File: src/sv/b100r_pkg.sv
// Package for the base-100 decimal rounding unit.
// Operation codes and a shared digit helper; no dependencies.
package b100r_pkg;

    typedef enum logic [1:0] {
        MODE_CEIL  = 2'd0,
        MODE_FLOOR = 2'd1,
        MODE_ROUND = 2'd2,
        MODE_TRUNC = 2'd3
    } mode_t;

    localparam int DIGIT_W   = 7;
    localparam int WORD_W    = 56;
    localparam int MAX_EXP   = 63;

    // digit value mod 10 for 0..127, quotient by reciprocal multiply (205 / 2048)
    function automatic logic [3:0] mod10(input logic [6:0] d);
        logic [6:0] q;
        logic [17:0] p;
        logic [6:0] r;
        begin
            p = 18'(d) * 18'd205;
            q = 7'(p >> 11);
            r = d - 7'(q * 7'd10);
            if (r >= 7'd10)
                r = r - 7'd10;
            mod10 = r[3:0];
        end
    endfunction

endpackage

File: src/sv/base100_decimal_rounding_unit.sv
// Top level of the base-100 decimal rounding unit.
// Uses b100r_pkg for the operation codes and the mod-10 helper.
//
// Usage: one number enters on the s_axis channel, one result leaves on the
// m_axis channel, in order. s_axis_tdata packs, from bit 0 up: mode(2),
// in_null, in_zero, in_negative, in_exponent(7), in_mant_high, in_mant_mid,
// in_mant_low (56 each), places(9), places_null, zero fill.
// m_axis_tdata packs: out_null, out_zero, out_negative, out_exponent(7),
// out_mant_high, out_mant_mid, out_mant_low, overflow, zero fill.
// Four register stages: decode and position, fraction scan and digit
// adjust, carry ripple, then renormalize and pack into the output register.
// One item per cycle sustained while m_axis is ready. The carry ripple is
// split as a look-ahead over DIGITS digits (generate/propagate per digit).
// Stages advance only when the stage ahead is empty or moving, so a stall
// at m_axis holds every item in place; s_axis_tready falls only when all
// stages are full and the output is not taken.
// Reset clears all valid bits; payload registers are not reset.
module base100_decimal_rounding_unit #(
    parameter int DIGITS = 20
) (
    input  logic         clk,
    input  logic         rst_n,
    input  logic         s_axis_tvalid,
    output logic         s_axis_tready,
    input  logic [191:0] s_axis_tdata,   // mode,in_null,in_zero,in_negative,in_exponent,
                                         // in_mant_high,in_mant_mid,in_mant_low,places,
                                         // places_null
    output logic         m_axis_tvalid,
    input  logic         m_axis_tready,
    output logic [183:0] m_axis_tdata    // out_null,out_zero,out_negative,out_exponent,
                                         // out_mant_high,out_mant_mid,out_mant_low,overflow
);
    import b100r_pkg::*;

    localparam int KW = 9; // digit position, signed, wide enough for -192..190

    typedef logic [DIGIT_W-1:0] digs_t [DIGITS];

    // ---------------- stage 0: unpack ----------------
    logic [1:0]        i_mode;
    logic              i_null, i_zero, i_neg, i_pnull;
    logic signed [6:0] i_exp;
    logic signed [8:0] i_places;
    logic [3*WORD_W-1:0] i_mant;
    digs_t             i_m;

    assign i_mode   = s_axis_tdata[1:0];
    assign i_null   = s_axis_tdata[2];
    assign i_zero   = s_axis_tdata[3];
    assign i_neg    = s_axis_tdata[4];
    assign i_exp    = s_axis_tdata[11:5];
    assign i_mant   = {s_axis_tdata[67:12], s_axis_tdata[123:68], s_axis_tdata[179:124]};
    assign i_places = s_axis_tdata[188:180];
    assign i_pnull  = s_axis_tdata[189];

    always_comb
    begin
        for (int i = 0; i < DIGITS; i++)
            i_m[i] = i_mant[3*WORD_W-1-DIGIT_W*i -: DIGIT_W];
    end

    // kind of work for an item
    typedef enum logic [2:0] {
        K_NULL, K_ZERO, K_UP, K_TRUNCINT, K_RND_ALL, K_RND
    } kind_t;

    // ---------------- handshake ----------------
    logic v1_reg, v2_reg, v3_reg, v4_reg;
    logic a1, a2, a3, a4;
    assign a4 = !v4_reg || m_axis_tready;
    assign a3 = !v3_reg || a4;
    assign a2 = !v2_reg || a3;
    assign a1 = !v1_reg || a2;
    assign s_axis_tready = a1;
    assign m_axis_tvalid = v4_reg;

    // ---------------- stage 1 register ----------------
    kind_t             k1_reg;
    logic              n1_reg, rnd1_reg, odd1_reg;
    logic signed [KW-1:0] e1_reg, r1_reg;
    digs_t             m1_reg;

    logic              s_pn;
    logic signed [KW+1:0] s_r;
    kind_t             s_k;

    always_comb
    begin
        s_pn = i_pnull;
        s_r  = -(KW+2)'(i_places);
        if (i_null || (i_mode[1] && s_pn))
            s_k = K_NULL;
        else if (i_zero)
            s_k = K_ZERO;
        else if ((i_mode == MODE_CEIL && !i_neg) || (i_mode == MODE_FLOOR && i_neg))
            s_k = K_UP;
        else if (!i_mode[1])
            s_k = (i_exp <= 0) ? K_ZERO : K_TRUNCINT;
        else if ((KW+2)'(2 * i_exp) <= s_r)
            s_k = ((KW+2)'(2 * i_exp) == s_r && i_mode == MODE_ROUND && i_m[0] >= 7'd50)
                  ? K_RND_ALL : K_ZERO;
        else
            s_k = K_RND;
    end

    logic signed [KW-1:0] s_kpos;
    logic s_odd;
    always_comb
    begin
        s_odd = s_r[0];
        if (!s_odd)
            s_kpos = KW'((KW+2)'(i_exp) - (s_r >>> 1));
        else if (!s_r[KW+1])
            s_kpos = KW'((KW+2)'(i_exp) - ((s_r - 1) >>> 1) - 1);
        else
            s_kpos = KW'((KW+2)'(i_exp) - ((s_r + 1) >>> 1));
    end

    always_ff @(posedge clk or negedge rst_n)
    begin
        if (!rst_n)
            v1_reg <= 1'b0;
        else if (a1)
            v1_reg <= s_axis_tvalid;
    end

    always_ff @(posedge clk)
    begin
        if (a1 && s_axis_tvalid)
        begin
            k1_reg   <= s_k;
            n1_reg   <= i_neg;
            rnd1_reg <= (i_mode == MODE_ROUND);
            odd1_reg <= s_odd;
            e1_reg   <= KW'(i_exp);
            r1_reg   <= (s_k == K_RND) ? s_kpos : KW'(i_exp);
            m1_reg   <= i_m;
        end
    end

    // ---------------- stage 2: fraction scan, digit adjust, mask ----------------
    // After this stage: digits to keep, an increment digit mask (add 1 at
    // position p, or 10 for the odd case), ready for the carry stage.
    digs_t  c_m;
    logic [DIGIT_W-1:0] c_add [DIGITS];
    logic   c_frac, c_doadd, c_allneg;
    logic signed [KW-1:0] c_e;
    kind_t  c_k;

    always_comb
    begin
        c_m = m1_reg;
        c_e = e1_reg;
        c_k = k1_reg;
        c_frac = 1'b0;
        c_doadd = 1'b0;
        c_allneg = 1'b0;
        for (int i = 0; i < DIGITS; i++)
            c_add[i] = '0;
        unique case (k1_reg)
            K_UP:
            begin
                if (e1_reg < 0)
                begin
                    for (int i = 0; i < DIGITS; i++)
                        c_m[i] = '0;
                    c_m[0] = 7'd1;
                    c_e = KW'(1);
                end
                else if (e1_reg < KW'(DIGITS))
                begin
                    for (int i = 0; i < DIGITS; i++)
                        if (KW'(i) >= e1_reg && m1_reg[i] != '0)
                            c_frac = 1'b1;
                    for (int i = 0; i < DIGITS; i++)
                        if (KW'(i) >= e1_reg)
                            c_m[i] = '0;
                    // add 1 at digit e-1; if e==0 it is a pure carry out
                    if (c_frac)
                    begin
                        if (e1_reg == 0)
                            c_allneg = 1'b1;
                        else
                            for (int i = 0; i < DIGITS; i++)
                                if (KW'(i) == e1_reg - 1)
                                    c_add[i] = 7'd1;
                    end
                end
            end
            K_TRUNCINT:
            begin
                for (int i = 0; i < DIGITS; i++)
                    if (KW'(i) >= e1_reg)
                        c_m[i] = '0;
            end
            K_RND:
            begin
                c_doadd = 1'b1;
                if (odd1_reg)
                begin
                    if (r1_reg >= 0 && r1_reg < KW'(DIGITS))
                        for (int i = 0; i < DIGITS; i++)
                        begin
                            if (KW'(i) == r1_reg)
                            begin
                                c_m[i] = m1_reg[i] - 7'(mod10(m1_reg[i]));
                                if (rnd1_reg && mod10(m1_reg[i]) >= 4'd5)
                                    c_add[i] = 7'd10;
                            end
                            else if (KW'(i) > r1_reg)
                                c_m[i] = '0;
                        end
                end
                else if (r1_reg >= 1 && r1_reg < KW'(DIGITS))
                begin
                    for (int i = 0; i < DIGITS; i++)
                    begin
                        if (KW'(i) >= r1_reg)
                            c_m[i] = '0;
                        if (rnd1_reg && KW'(i + 1) == r1_reg && m1_reg[i + 1 < DIGITS ? i + 1 : i] >= 7'd50)
                            c_add[i] = 7'd1;
                    end
                end
                if (!rnd1_reg)
                    c_doadd = 1'b0;
            end
            default: ;
        endcase
    end

    kind_t  k2_reg;
    logic   n2_reg, sub2_reg, top2_reg;
    logic signed [KW-1:0] e2_reg;
    digs_t  m2_reg;
    logic [DIGIT_W:0] s2_reg [DIGITS];  // digit plus addend, up to 8 bits
    logic   cin2_reg;

    always_ff @(posedge clk or negedge rst_n)
    begin
        if (!rst_n)
            v2_reg <= 1'b0;
        else if (a2)
            v2_reg <= v1_reg;
    end

    always_ff @(posedge clk)
    begin
        if (a2 && v1_reg)
        begin
            k2_reg   <= c_k;
            n2_reg   <= n1_reg;
            e2_reg   <= c_e;
            m2_reg   <= c_m;
            // K_UP ripples only when a fraction was found; K_RND ripples when rounding
            sub2_reg <= (c_k == K_RND) ? c_doadd : ((c_k == K_UP) && c_frac);
            top2_reg <= c_allneg;
            cin2_reg <= (c_k == K_UP) && (e1_reg >= KW'(DIGITS));
            for (int i = 0; i < DIGITS; i++)
                s2_reg[i] <= {1'b0, c_m[i]} + {1'b0, c_add[i]};
        end
    end

    // ---------------- stage 3: carry look-ahead ----------------
    // sequential semantics: value v+carry, if >=100 subtract 100 and carry.
    // generate g = v>=100, propagate p = v==99. Carry into digit i is OR over j>i
    // of g[j] & AND p[i+1..j-1]. Since v<=127 and carry adds 1, v>=100 with
    // carry gives v+1-100 and carry; matches the model.
    logic [DIGITS-1:0] g3, p3, cy;
    digs_t  o_m;
    logic   o_cout;

    always_comb
    begin
        for (int i = 0; i < DIGITS; i++)
        begin
            g3[i] = s2_reg[i] >= 8'd100;
            p3[i] = s2_reg[i] == 8'd99;
        end
        cy[DIGITS-1] = 1'b0;
        for (int i = DIGITS - 2; i >= 0; i--)
            cy[i] = g3[i + 1] | (p3[i + 1] & cy[i + 1]);
        o_cout = g3[0] | (p3[0] & cy[0]);
        for (int i = 0; i < DIGITS; i++)
        begin
            logic [DIGIT_W:0] t;
            t = s2_reg[i] + {7'd0, cy[i]};
            o_m[i] = (t >= 8'd100) ? DIGIT_W'(t - 8'd100) : t[DIGIT_W-1:0];
        end
        if (!sub2_reg)
            o_m = m2_reg;
    end

    kind_t  k3_reg;
    logic   n3_reg, co3_reg;
    logic signed [KW-1:0] e3_reg;
    digs_t  m3_reg;

    always_ff @(posedge clk or negedge rst_n)
    begin
        if (!rst_n)
            v3_reg <= 1'b0;
        else if (a3)
            v3_reg <= v2_reg;
    end

    always_ff @(posedge clk)
    begin
        if (a3 && v2_reg)
        begin
            k3_reg  <= k2_reg;
            n3_reg  <= n2_reg;
            e3_reg  <= e2_reg;
            m3_reg  <= o_m;
            co3_reg <= sub2_reg && !cin2_reg && (o_cout || top2_reg);
        end
    end

    // ---------------- stage 4: renormalize and pack ----------------
    digs_t  f_m;
    logic signed [KW-1:0] f_e;
    logic   f_null, f_zero, f_ovf;
    logic [183:0] f_data;
    logic [3*WORD_W-1:0] f_w;

    always_comb
    begin
        f_m = m3_reg;
        f_e = e3_reg;
        f_null = (k3_reg == K_NULL);
        f_zero = (k3_reg == K_ZERO);
        if (k3_reg == K_RND_ALL)
        begin
            for (int i = 0; i < DIGITS; i++)
                f_m[i] = '0;
            f_m[0] = 7'd1;
            f_e = e3_reg + KW'(1);
        end
        else if (co3_reg)
        begin
            if (k3_reg == K_UP)
            begin
                // shift digits 0..e-1 right, top becomes 1, clear from e+1
                for (int i = 1; i < DIGITS; i++)
                    f_m[i] = (KW'(i) <= e3_reg) ? m3_reg[i - 1] : '0;
            end
            else
                for (int i = 1; i < DIGITS; i++)
                    f_m[i] = m3_reg[i - 1];
            f_m[0] = 7'd1;
            f_e = e3_reg + KW'(1);
        end
        f_ovf = (k3_reg == K_UP || k3_reg == K_RND || k3_reg == K_RND_ALL) &&
                (f_e > KW'(MAX_EXP));
        if (k3_reg == K_RND && !f_ovf && f_m[0] == '0)
            f_zero = 1'b1;
        f_w = '0;
        for (int i = 0; i < DIGITS; i++)
            f_w[3*WORD_W-1-DIGIT_W*i -: DIGIT_W] = f_m[i];
        f_data = '0;
        if (f_null)
            f_data[0] = 1'b1;
        else if (f_ovf)
            f_data[178] = 1'b1;
        else if (f_zero)
            f_data[1] = 1'b1;
        else
        begin
            f_data[2]      = n3_reg;
            f_data[9:3]    = f_e[6:0];
            f_data[65:10]  = f_w[167:112];
            f_data[121:66] = f_w[111:56];
            f_data[177:122] = f_w[55:0];
        end
    end

    logic [183:0] d4_reg;

    always_ff @(posedge clk or negedge rst_n)
    begin
        if (!rst_n)
            v4_reg <= 1'b0;
        else if (a4)
            v4_reg <= v3_reg;
    end

    always_ff @(posedge clk)
    begin
        if (a4 && v3_reg)
            d4_reg <= f_data;
    end

    assign m_axis_tdata = d4_reg;

endmodule
File: config.mk
export PLATFORM = sky130hd
export DESIGN_NAME = base100_decimal_rounding_unit
export DESIGN_NICKNAME = d
export VERILOG_FILES = /design/src/sv/b100r_pkg.sv /design/src/sv/base100_decimal_rounding_unit.sv
export SDC_FILE = /design/constraint.sdc
export NUM_CORES = 2
export LEC_CHECK = 0
export BUFFER_PORTS_ARGS = -buffer_cell sky130_fd_sc_hd__buf_2
export CAP_MARGIN = 20
export CORE_MARGIN = 4
export CORE_UTILIZATION = 35
export DETAILED_ROUTE_END_ITERATION = 8
export GPL_TIMING_DRIVEN = 0
export PLACE_DENSITY = 0.49
export SLEW_MARGIN = 20
export SYNTH_ARGS = -nofsm -noshare
export SYNTH_HDL_FRONTEND = slang
export SYNTH_SLANG_ARGS = --single-unit
File: constraint.sdc
create_clock -name clk -period 8.7 [get_ports clk]
set_input_delay 1.74 -clock clk [delete_from_list [all_inputs] [get_ports clk]]
set_output_delay 1.74 -clock clk [all_outputs]
set_load 0.01 [all_outputs]
==> metrics <==
worst reg-to-reg path cell count=36; flop-to-flop setup slack=0.07 ns; top sig layer=met4; GRT Overall Usage=23.02%; Critical Path Slowest Stage Cell=or4_4; Skew-Pair Late Insertion Delay=0.76 ns; critical path required time=9.15 ns; Die Width=468.2 um; deepest clock path buffer count=3; Core Area=0.2102 mm^2; Post-Route Skew=0.06052 ns; total CTS buffers=93; initial antenna violation count=6; slew at the pin closest to its max-slew limit=1.350 ns; htree depth=3; Worst setup EP type=register; final setup TNS=0 ns; die area=0.2192 mm^2; Reg2Reg Launch Point=m1_reg[131]; Port Buffer Count=318; WL/cell=23.32 um; pins over their slew limit=0; number of global-route vias before repair=57769; Clock transition at path regs=0.06 ns; post-route cell area=0.08971 mm^2; cell row count=168; via/cell ratio=5.369; worst rel slew slack=8.789%; ys flop type=edfxtp_1; Syn Inst Count=7531; part of the cycle the worst path needs=99.21%; DR pass1 iterations=7; setup violators final=0; CP arrival=9.08 ns; Critical Path End=s2_reg[0][14]; Critical Path Start=m1_reg[131]; PnR worst setup slack=0.06835 ns; DIE HEIGHT=468.2 um; Max stage delay on crit path=0.58 ns; wire length on met1=126100 um; YS warnings=0; CP bufs+invs=5; flops & latches, synth=783; area growth from synthesis to layout=21.04%; Final HPWL DP=209600 um; MaxCap Viol Count=0; DRT Wirelength=261200 um; CTS tree=yes; synthesized cell area=0.07412 mm^2; CP most frequent cell=ha_4; # nets final=9946; clk root buf=clkbuf_16; maximum vdd drop=242.6 uV; RePlAce Congestion=0.9955; Starting Density=35.26%; CTS sink cnt=783; pre-CTS setup slack=-1.539 ns; Top delay family on crit path=adder cells; Routed Antenna Nets=0; Hold-fix buffers, CTS=0; Power Density=329.9 mW/mm^2; Met2 Routed Length=108700 um; Leak Pwr=38.70 nW; Largest register FFs=160; ys async rst share=0.5109%; final-report hold violation count=0; number of synthesized flops with an enable pin=779; # IOs=382; Unique masters post-synth=111; sequential share of the synthesized area=31.70%; via count=60133; minimum clock period=8.632 ns; Max Clk Rate=0.1159 GHz; status=complete, no violations; crit path launch type=register; largest net degree at the start of global routing=62; FF-to-FF End=s2_reg[0][14]; Levels on crit path=36; layout cells sized above 1=19.75%; initial DRC count=4323; met3 wire length=17070 um; Synth Area per Inst=9.841 um^2; Placement Cell Area=0.07986 mm^2; Worst Hold Class=register to register; number of remaining DRC errors=0; total gr overflow=0; RSZ-0062 raised after global routing=true; Crit Path Max Fanout=6; CP Class=register to register; first-pass GRT wire length=378200 um
[kinds of logic after synthesis]
family | count (synthesis) | synth area share [%]
and+or+nand+nor | 2122 | 14.71
AOI/OAI and AO/OA | 1564 | 13.79
adders and majority gates | 1452 | 26.71
buffers and inverters | 983 | 5.242
DFF | 783 | 31.70
xor gates and xnor gates | 466 | 5.507
muxes | 160 | 2.347
other | 1 | 0.005060
[stage by stage]
step	cells	total power, W	hold slack [ns]	util, %
finish	11200	0.02959	0.4214	42.68
global route	11196	0.03215	0.4248	42.67
CTS	11087	0.02738	0.4187	40.99
detailed placement	10707	0.02181	0.4072	37.99
global placement	10687	0.02138	0.4055	37.75
floorplan	7564	0.01769	0.4003	-
[repair_timing]
| action | in CTS | in global routing |
|---|---|---|
| gates resized for setup | 291 | 470 |
| pin swaps | 59 | 236 |
| setup buffers | 212 | 113 |
| endpoints found under the setup margin | 168 | 154 |
| hold endpoints to repair | 0 | 0 |
[power breakdown]
group,switching [W],internal [W],leakage [nW]
sequential,0.000375,0.00487,7.72
combinational,0.0113,0.00892,29.4
clock,0.00169,0.00245,1.53
total,0.0134,0.0162,38.7
[synthesized netlist by cell type, types with 33 or more instances]
cell,count,share of area (%)
fa_1,223,6.0
a211oi_1,55,0.56
nand4_1,66,0.56
a21oi_1,441,3.0
nand3_1,253,1.7
mux2i_1,50,0.68
ha_1,1210,20
a21o_1,139,1.4
clkbuf_1,153,0.77
a211o_1,42,0.50
and2_1,54,0.46
xnor2_1,257,3.0
xor2_1,209,2.5
mux2_2,110,1.7
a31oi_1,111,0.94
o22ai_1,35,0.30
and4_1,33,0.39
nor3b_1,38,0.38
inv_1,754,3.8
edfxtp_1,779,32
nor3_1,154,1.0
o31ai_1,53,0.54
nand2_1,409,2.1
and3_1,57,0.48
buf_4,35,0.35
or3_1,42,0.35
nor2_1,510,2.6
o21a_1,63,0.64
o21ai_0,283,1.9
nand2b_1,74,0.62
nor2b_1,210,1.8
nor4_1,65,0.55
[area by class of cell]
type / count / area (um^2)
antenna: 4 / 10.01
inverter: 758 / 2855
fill: 20410 / 120500
tap: 2805 / 3510
timing repair buffer: 663 / 4594
multi-input combinational: 5798 / 51000
buffer: 220 / 1030
sequential: 783 / 23490
clock inverter: 63 / 802.0
clock buffer: 106 / 2419
[worst min path at each step]
stage                    from        end  slack (ns)  depth (start not counted)
CTS                 e2_reg[0]  e3_reg[0]        0.42                          0
global route        e2_reg[1]  e3_reg[1]        0.42                          0
global placement    e2_reg[2]  e3_reg[2]        0.41                          0
finish              e2_reg[3]  e3_reg[3]        0.42                          0
detailed placement  e2_reg[0]  e3_reg[0]        0.41                          0
floorplan           e2_reg[0]  e3_reg[0]        0.40                          0
[worst register-to-register path: cells and delay by family (launching register included)]
kind	cells	cell delay, ns
and+or+nand+nor	7	1.82
xor gates and xnor gates	1	0.13
DFF	1	0.50
muxes	2	0.56
adders and majority gates	11	3.54
AOI/OAI and AO/OA	10	1.34
buffers and inverters	5	0.48
[layout by cell type, fill, tap and decap left out, types with 66 or more instances in the layout]
cell type  count
nand2b_1      72
ha_4         104
inv_1        702
xnor2_1      217
buf_4        337
edfxtp_1     779
ha_1        1088
clkbuf_1     152
nand3_1      245
nand2_1      401
buf_2        348
nor2_1       505
fa_1         207
a21oi_1      368
nor3_1       141
a31oi_1       78
xor2_1       206
nand4_1       66
nor2b_1      209
o21ai_0      224
a21o_1       138
mux2_2        94
clkbuf_16     95
[layer usage]
layer,vias to the layer above,track usage (%)
li1,28798,-
met1,29150,34.39
met2,1831,33.99
met3,354,3.247
met4,0,7.419
met5,-,0
(Power assumes the default switching activity.)
